===== config.mk =====
export PLATFORM = sky130hd
export DESIGN_NAME = gct_ctrl
export DESIGN_NICKNAME = d
export VERILOG_FILES = /design/src/gct_pkg.sv /design/src/gct_ctrl.sv
export SDC_FILE = /design/constraint.sdc
export NUM_CORES = 1
export LEC_CHECK = 0
export BUFFER_PORTS_ARGS = -buffer_cell sky130_fd_sc_hd__buf_2
export CORE_MARGIN = 3
export CORE_UTILIZATION = 30
export CTS_BUF_LIST = sky130_fd_sc_hd__clkbuf_8
export DETAILED_ROUTE_END_ITERATION = 7
export GPL_ROUTABILITY_DRIVEN = 0
export PLACE_DENSITY = 0.56
export SLEW_MARGIN = 20
export SYNTH_ARGS = -nofsm -noshare
export SYNTH_HDL_FRONTEND = slang
export SYNTH_SLANG_ARGS = --single-unit

===== constraint.sdc =====
create_clock -name i_clk -period 5.7 [get_ports i_clk]
set_clock_uncertainty 0.15 [all_clocks]
set_input_delay 1.425 -clock i_clk [delete_from_list [all_inputs] [get_ports i_clk]]
set_output_delay 1.425 -clock i_clk [all_outputs]
set_load 0.005 [all_outputs]

===== src/gct_pkg.sv =====
// ============================================================================
// gct_pkg: shared types and constants of the gravity tilt filter
// Register indexes, fixed-point constants, controller states and the
// command/status words between controller and datapath.
// ============================================================================
`timescale 1ns / 1ps
`default_nettype none

package gct_pkg;

    localparam int FRAC_BITS_DEF = 14;

    // raw count * us to rad is RATE_SCALE / 2^48, applied as two 2^24 steps
    localparam int RATE_SCALE = 37501;
    localparam int RATE_SHIFT = 24;

    // normalizer brings the largest magnitude into [2^(NORM_TOP-1), 2^NORM_TOP)
    localparam int NORM_TOP   = 30;
    localparam int SQRT_STEPS = NORM_TOP + 1;

    localparam int LAST_AXIS  = 2;
    localparam int TILT_LIM   = 16384;

    localparam int CFG_IDX_W  = 3;
    localparam int CFG_DATA_W = 48;

    localparam logic [CFG_IDX_W-1:0] REG_BIAS_X     = 3'd0;
    localparam logic [CFG_IDX_W-1:0] REG_BIAS_Y     = 3'd1;
    localparam logic [CFG_IDX_W-1:0] REG_BIAS_Z     = 3'd2;
    localparam logic [CFG_IDX_W-1:0] REG_ROW_FIRST  = 3'd3;
    localparam logic [CFG_IDX_W-1:0] REG_ROW_SECOND = 3'd4;
    localparam logic [CFG_IDX_W-1:0] REG_TAU        = 3'd5;

    localparam logic [47:0] ROW_FIRST_RST  = 48'h0000_0000_4000;
    localparam logic [47:0] ROW_SECOND_RST = 48'h0000_4000_0000;
    localparam logic [23:0] TAU_RST        = 24'd100000;

    typedef enum logic [4:0] {
        S_IDLE,
        S_NSHIFT,
        S_NSQ,
        S_NSQRT,
        S_NDINIT,
        S_NDIV,
        S_NDONE,
        S_MUL_W,
        S_SUB_C,
        S_MUL_RATE,
        S_RND_T,
        S_MUL_DT,
        S_PRED,
        S_MUL_TAU,
        S_BLEND,
        S_NLOAD,
        S_TILT,
        S_OUT
    } t_state;

    typedef struct packed {
        logic       in_load;
        logic       nload_b;
        logic       nadjust;
        logic       nsq;
        logic       nsq_first;
        logic       nsqrt;
        logic       ndinit;
        logic       ndiv;
        logic       accn_load;
        logic       g_load;
        logic       mul_w;
        logic       sub_c;
        logic       mul_rate;
        logic       rnd_t;
        logic       mul_dt;
        logic       pred;
        logic       mul_tau;
        logic       blend;
        logic       tilt_step;
        logic       tilt_first;
        logic [1:0] tilt_sel;
        logic       out_load;
    } t_cmd;

    typedef struct packed {
        logic nzero;
        logic nin_range;
        logic reseed;
    } t_status;

endpackage

`default_nettype wire


===== src/gct_ctrl.sv =====
// ============================================================================
// gct_ctrl: sequencer of the gravity tilt filter
// Walks each word through accel normalize; unless the word seeds, gyro prediction
// and blend and a second normalize follow; then tilt products and the output register.
// ============================================================================
`timescale 1ns / 1ps
`default_nettype none

module gct_ctrl #(
    parameter int FRAC_BITS = gct_pkg::FRAC_BITS_DEF
) (
    input  wire logic            i_clk,
    input  wire logic            i_rst_n,
    input  wire logic            i_in_valid,
    output logic                 o_in_stall,
    output logic                 o_out_valid,
    input  wire logic            i_out_stall,
    input  gct_pkg::t_status     i_status,
    output gct_pkg::t_cmd        o_cmd
);

    localparam int DIV_STEPS = FRAC_BITS + 1;
    localparam int MAX_CNT   = (gct_pkg::SQRT_STEPS > DIV_STEPS) ?
                               gct_pkg::SQRT_STEPS : DIV_STEPS;
    localparam int CNTW      = $clog2(MAX_CNT);

    gct_pkg::t_state r_state, n_state;
    logic [CNTW-1:0] r_cnt, n_cnt;
    logic            r_pass, n_pass;       // 0: accel pass, 1: blend pass
    logic            r_needs_seed, n_needs_seed;
    logic            r_out_valid, n_out_valid;

    logic seed;
    logic out_free;

    assign seed     = r_needs_seed | i_status.reseed;
    assign out_free = !r_out_valid || !i_out_stall;

    always_ff @(posedge i_clk) begin
        if (!i_rst_n) begin
            r_state      <= gct_pkg::S_IDLE;
            r_cnt        <= '0;
            r_pass       <= 1'b0;
            r_needs_seed <= 1'b1;
            r_out_valid  <= 1'b0;
        end else begin
            r_state      <= n_state;
            r_cnt        <= n_cnt;
            r_pass       <= n_pass;
            r_needs_seed <= n_needs_seed;
            r_out_valid  <= n_out_valid;
        end
    end

    // next state
    always_comb begin
        n_state      = r_state;
        n_cnt        = r_cnt;
        n_pass       = r_pass;
        n_needs_seed = r_needs_seed;
        n_out_valid  = r_out_valid && i_out_stall;
        case (r_state)
            gct_pkg::S_IDLE: begin
                if (i_in_valid) begin
                    n_state = gct_pkg::S_NSHIFT;
                    n_pass  = 1'b0;
                end
            end
            gct_pkg::S_NSHIFT: begin
                if (i_status.nzero) begin
                    n_state = gct_pkg::S_NDONE;
                end else if (i_status.nin_range) begin
                    n_state = gct_pkg::S_NSQ;
                    n_cnt   = '0;
                end
            end
            gct_pkg::S_NSQ: begin
                if (r_cnt == CNTW'(gct_pkg::LAST_AXIS)) begin
                    n_state = gct_pkg::S_NSQRT;
                    n_cnt   = '0;
                end else begin
                    n_cnt = r_cnt + 1'b1;
                end
            end
            gct_pkg::S_NSQRT: begin
                if (r_cnt == CNTW'(gct_pkg::SQRT_STEPS - 1)) begin
                    n_state = gct_pkg::S_NDINIT;
                    n_cnt   = '0;
                end else begin
                    n_cnt = r_cnt + 1'b1;
                end
            end
            gct_pkg::S_NDINIT: begin
                n_state = gct_pkg::S_NDIV;
                n_cnt   = '0;
            end
            gct_pkg::S_NDIV: begin
                if (r_cnt == CNTW'(DIV_STEPS - 1)) begin
                    n_state = gct_pkg::S_NDONE;
                    n_cnt   = '0;
                end else begin
                    n_cnt = r_cnt + 1'b1;
                end
            end
            gct_pkg::S_NDONE: begin
                n_cnt = '0;
                if (r_pass || seed) begin
                    n_state = gct_pkg::S_TILT;
                    if (!r_pass) begin
                        n_needs_seed = 1'b0;
                    end
                end else begin
                    n_state = gct_pkg::S_MUL_W;
                end
            end
            gct_pkg::S_MUL_W:    n_state = gct_pkg::S_SUB_C;
            gct_pkg::S_SUB_C:    n_state = gct_pkg::S_MUL_RATE;
            gct_pkg::S_MUL_RATE: n_state = gct_pkg::S_RND_T;
            gct_pkg::S_RND_T:    n_state = gct_pkg::S_MUL_DT;
            gct_pkg::S_MUL_DT:   n_state = gct_pkg::S_PRED;
            gct_pkg::S_PRED:     n_state = gct_pkg::S_MUL_TAU;
            gct_pkg::S_MUL_TAU:  n_state = gct_pkg::S_BLEND;
            gct_pkg::S_BLEND: begin
                if (r_cnt == CNTW'(gct_pkg::LAST_AXIS)) begin
                    n_state = gct_pkg::S_NLOAD;
                    n_cnt   = '0;
                end else begin
                    n_state = gct_pkg::S_MUL_W;
                    n_cnt   = r_cnt + 1'b1;
                end
            end
            gct_pkg::S_NLOAD: begin
                n_state = gct_pkg::S_NSHIFT;
                n_pass  = 1'b1;
            end
            gct_pkg::S_TILT: begin
                if (r_cnt == CNTW'(gct_pkg::LAST_AXIS)) begin
                    n_state = gct_pkg::S_OUT;
                    n_cnt   = '0;
                end else begin
                    n_cnt = r_cnt + 1'b1;
                end
            end
            gct_pkg::S_OUT: begin
                if (out_free) begin
                    n_state     = gct_pkg::S_IDLE;
                    n_out_valid = 1'b1;
                end
            end
            default: n_state = gct_pkg::S_IDLE;
        endcase
    end

    // commands
    always_comb begin
        o_cmd = '0;
        case (r_state)
            gct_pkg::S_IDLE:     o_cmd.in_load = i_in_valid;
            gct_pkg::S_NSHIFT:   o_cmd.nadjust = !i_status.nzero && !i_status.nin_range;
            gct_pkg::S_NSQ: begin
                o_cmd.nsq       = 1'b1;
                o_cmd.nsq_first = (r_cnt == '0);
            end
            gct_pkg::S_NSQRT:    o_cmd.nsqrt  = 1'b1;
            gct_pkg::S_NDINIT:   o_cmd.ndinit = 1'b1;
            gct_pkg::S_NDIV:     o_cmd.ndiv   = 1'b1;
            gct_pkg::S_NDONE: begin
                o_cmd.g_load    = r_pass || seed;
                o_cmd.accn_load = !r_pass && !seed;
            end
            gct_pkg::S_MUL_W:    o_cmd.mul_w    = 1'b1;
            gct_pkg::S_SUB_C:    o_cmd.sub_c    = 1'b1;
            gct_pkg::S_MUL_RATE: o_cmd.mul_rate = 1'b1;
            gct_pkg::S_RND_T:    o_cmd.rnd_t    = 1'b1;
            gct_pkg::S_MUL_DT:   o_cmd.mul_dt   = 1'b1;
            gct_pkg::S_PRED:     o_cmd.pred     = 1'b1;
            gct_pkg::S_MUL_TAU:  o_cmd.mul_tau  = 1'b1;
            gct_pkg::S_BLEND:    o_cmd.blend    = 1'b1;
            gct_pkg::S_NLOAD:    o_cmd.nload_b  = 1'b1;
            gct_pkg::S_TILT: begin
                o_cmd.tilt_step  = 1'b1;
                o_cmd.tilt_first = (r_cnt == '0);
                o_cmd.tilt_sel   = r_cnt[1:0];
            end
            gct_pkg::S_OUT:      o_cmd.out_load = out_free;
            default:             o_cmd = '0;
        endcase
    end

    assign o_in_stall  = (r_state != gct_pkg::S_IDLE);
    assign o_out_valid = r_out_valid;

endmodule

`default_nettype wire


=== After elaboration in Yosys (flattened, before gate mapping) ===
Index checks and enable logic that the tools add are counted.

* Magnitude comparators: 0
* Equality and inequality tests: 29
* Divide/modulo/power cells: 0
* Multipliers: 0
* Bitwise operators: 2
* Add/sub/neg operators: 1
* Multiplexer cells: 39
* Reductions and logical operators: 22
* Shift operators: 0

{| class="wikitable"
|+ Operators by type and width
! cell !! count
|-
| $pmux W5 S18 || 1
|-
| $mux W5 || 14
|-
| $eq A5 B4 Y1 const B || 9
|-
| $pmux W5 S5 || 1
|-
| $eq A5 B3 Y1 const B || 4
|-
| $mux W1 || 18
|-
| $ne A2 B2 Y1 const B || 8
|-
| $eq A5 B2 Y1 const B || 3
|-
| $eq A5 B5 Y1 const B || 3
|-
| $logic_not A5 Y1 || 2
|-
| $reduce_bool A5 Y1 || 2
|-
| $mux W4 || 2
|-
| $reduce_and A7 Y1 || 1
|-
| $logic_not A1 Y1 || 6
|-
| $reduce_and A3 Y1 || 2
|-
| $add A5 B1 Y5 const B || 1
|-
| $eq A5 B1 Y1 const B || 1
|-
| $mux W2 || 2
|-
| $logic_and A1 B1 Y1 || 3
|-
| $ne A3 B3 Y1 const B || 1
|-
| $reduce_or A3 Y1 || 1
|-
| $logic_or A1 B1 Y1 || 2
|-
| $pmux W1 S2 || 1
|-
| $reduce_and A2 Y1 || 1
|-
| other kinds (4) || 4
|}

* Register bits: 13
* Bits in read-only memories: 0
* Bits in writable memories: 0
* Memories kept: 0
* Latch bits: 0
* Word-level logic and storage cells: 98

=== Longest topological paths before layout ===
* Depth after elaboration: 4
* Mapped depth: 7
* Depth with buffers taken out: 7

=== Worst setup path after synthesis ===
No wires, ideal clock.

* Path type: input to output
* From: input port i_status[0] (netlist bit)
* To: output port o_cmd[14] (netlist bit)
* Buffers on the path: 0
* Data arrival time: 1.876 ns
* Path slack: 2.249 ns
* Stages: 2
* Cells stage by stage: or3_1 -> nor2_1

{| class="wikitable"
|+ RTL lines
! item !! line !! source
|-
| from (decl) || gct_ctrl.sv:18 || <nowiki>input gct_pkg::t_status i_status,</nowiki>
|-
| to (decl) || gct_ctrl.sv:19 || <nowiki>output gct_pkg::t_cmd o_cmd</nowiki>
|}

==> impl_metrics.toml <==
[outcome]
status = "finished, final reports clean"

[timing]
fmax_mhz = 273
period_needed_ns = 3.67
worst_hold_slack_ns = 0.328
hold_viol_final = 0
setup_violations = 0
tightest_slew_ns = 0.718
timing.final.ws_setup_ns = 2.03
fin_setup_tns_ns = 0
period_share_pct = 64.3
drv_slew = 0
rsz0062_at_grt = "false"
slew-limit-headroom_pct = 52.1

[flow_run]
maxCapViolCount = 0

[global_route]
grt_usage_pct = 14.8
grt_pass1_vias = 1128
gr-total-overflow = 0
grt_pass1_wl_um = 5110
grt_max_degree = 23
antenna_found_initial = 0

[worst_setup_path]
arrival_ns = 2.09
crit_type = "in2out"
required_ns = 4.12
cp-start-kind = "input pin"
cp-end-kind = "primary output"
cp_max_fo = 3

[clock_network]
cts_tree = "yes"
clockRootBuffer = "clkbuf_8"
cts.hold.buffers_added = 0
h-tree-depth = 1
clkLatencyLatePin_ns = 0.25
numCtsBuffers = 3
cts_resized = 0
clk_path_buf_depth = 2
clock_sinks = 13
cts.clk_slew.worst_paths_ns = 0.06
cts_setup_buffers = 0

[power_and_ir_drop]
p_sw_share_pct = 48.4
powerDensity_mw_per_mm2 = 391
p_leak_nw = 0.562
power.total_mw = 0.513
p_sw_mw = 0.248
max-vdd-ir-drop_mv = 0.142
comb_power_share_pct = 52.3
clkPwrFrac_pct = 16.4
intPower_mw = 0.265
p_seq_share_pct = 31.3

[placement]
dp_cells = 226
dp_slack_ns = 2.02
portBuffers = 31
hpwl_um = 2320
placed_area_mm2 = 0.00127

[die]
fp.coreArea_mm2 = 0.00344
rows = 21
die_h_um = 66.8
dieArea_mm2 = 0.00446
dieWidth_um = 66.8
start_util_pct = 32.2
ios = 32

[layout]
nets = 195
final_common_cell = "buf_2"
area_growth_pct = 18.4
design_area_mm2 = 0.00131
final_cells = 230
antenna_cells = 0
final_cell_mix = "buf_2, nor2_1, nand2_1"
drive_gt1_share_pct = 20.1
fin_util_pct = 38.1
nFillCells = 375

[synthesis]
synth_cells = 160
syn_area_mm2 = 0.00111
ys_types = 45
syn-num-nets = 170
avgSynthCellArea_um2 = 6.93
ys_seq_elements = 13
seq_area_frac_synth_pct = 23.5
ys.warnings.count = 0

[routing]
drt-initial-drc-count = 57
viasPerCell = 5.48
wl_per_cell_um = 13.8
ant_nets = 0
vias = 1260
wl_um = 3180
drt_first_pass_iters = 4
drc_errors = 0

[hold_path]
hold_path.class = "reg2reg"
## cell type report
cell class                      count  area (µm²)  share of cell area, %
Multi-Input combinational cell    127         761                   58.0
Sequential cell                    13         260                   19.8
Timing Repair Buffer               31         155                   11.8
Tap cell                           46        57.6                   4.39
Clock buffer                        3        41.3                   3.15
Inverter                            9        33.8                   2.57
Clock inverter                      1        3.75                  0.286
## synthesized netlist by cell type (all sizes together)
library cell | number | share of area, %
a211oi | 1 | 0.68
a21oi | 11 | 5.0
a221oi | 1 | 0.79
a22o | 1 | 0.79
a22oi | 2 | 1.4
a311o | 1 | 0.90
a31oi | 3 | 1.7
a32o | 1 | 0.90
a32oi | 3 | 2.4
and2 | 4 | 2.3
and3 | 4 | 2.3
and4 | 1 | 0.79
buf | 7 | 3.5
clkbuf | 4 | 1.4
clkinv | 1 | 0.34
dfxtp | 13 | 23
ha | 3 | 3.4
inv | 8 | 2.7
mux2i | 1 | 0.90
nand2 | 18 | 6.1
nand2b | 2 | 1.1
nand3 | 6 | 2.7
nand3b | 2 | 1.4
nand4 | 1 | 0.56
nand4b | 1 | 0.79
nor2 | 24 | 8.1
nor2b | 3 | 1.7
nor3 | 10 | 4.5
nor3b | 1 | 0.68
nor4 | 2 | 1.1
nor4b | 1 | 2.1
o21a | 1 | 0.68
o21ai | 7 | 3.2
o21ba | 1 | 0.90
o21bai | 1 | 0.68
o22ai | 1 | 0.56
o2bb2ai | 1 | 0.79
o31a | 1 | 0.79
o31ai | 2 | 1.4
o32ai | 1 | 2.5
or3 | 1 | 0.56
or4b | 1 | 0.90
xor2 | 1 | 0.79
## worst paths after layout
kind,cells after the start,end,start,slack [ns]
worst max-delay path,4,o_cmd[14],i_status[0],2.03
worst min-delay path,2,r_needs_seed$_SDFFE_PN1P_,r_needs_seed$_SDFFE_PN1P_,0.33
worst max register to register,5,r_cnt[2]$_SDFFE_PN0P_,r_state[4]$_SDFFE_PN0P_,3.41
worst min register to register,2,r_needs_seed$_SDFFE_PN1P_,r_needs_seed$_SDFFE_PN1P_,0.33
## flip-flops by register name, indices dropped and copies added, names as in the netlist
| signal | count |
|---|---|
| r_cnt | 5 |
| r_state | 5 |
| o_out_valid | 1 |
| r_needs_seed | 1 |
| r_pass | 1 |
## per-layer routing
layer  track usage, %  wire [µm]  vias up
li1                 -          -      629
met2             23.1       1450       39
met3             2.02        160        9
met1             19.8       1500      583
met4             7.11         74        0
met5                0          0        -
## power groups by stage
| stage | logic (mW) | registers (mW) | clock network [mW] |
|---|---|---|---|
| 3_5_place_dp | 0.261 | 0.162 | 0 |
| 5_1_grt | 0.297 | 0.168 | 0.0891 |
| 6_report | 0.268 | 0.161 | 0.0842 |
| 3_3_place_gp | 0.259 | 0.161 | 0 |
| 2_1_floorplan | 0.232 | 0.118 | 0 |
| 4_1_cts | 0.264 | 0.159 | 0.0864 |
## worst max-delay path: stages
cell    delay, ns
buf_2        0.10
or3_1        0.34
nor2_1       0.11
buf_2        0.12
## logic make-up (layout without fill, tap and decap cells)
group,count (synthesis),after routing,share of synthesized area (%)
muxes,1,1,0.903
xor gates and xnor gates,1,1,0.790
and+or+nand+nor,82,82,37.7
DFF,13,13,23.5
buffers and inverters,20,44,7.90
adders and majority gates,3,3,3.39
AOI/OAI and AO/OA,40,40,25.8
Note: power is estimated with default switching activity, not from simulation.
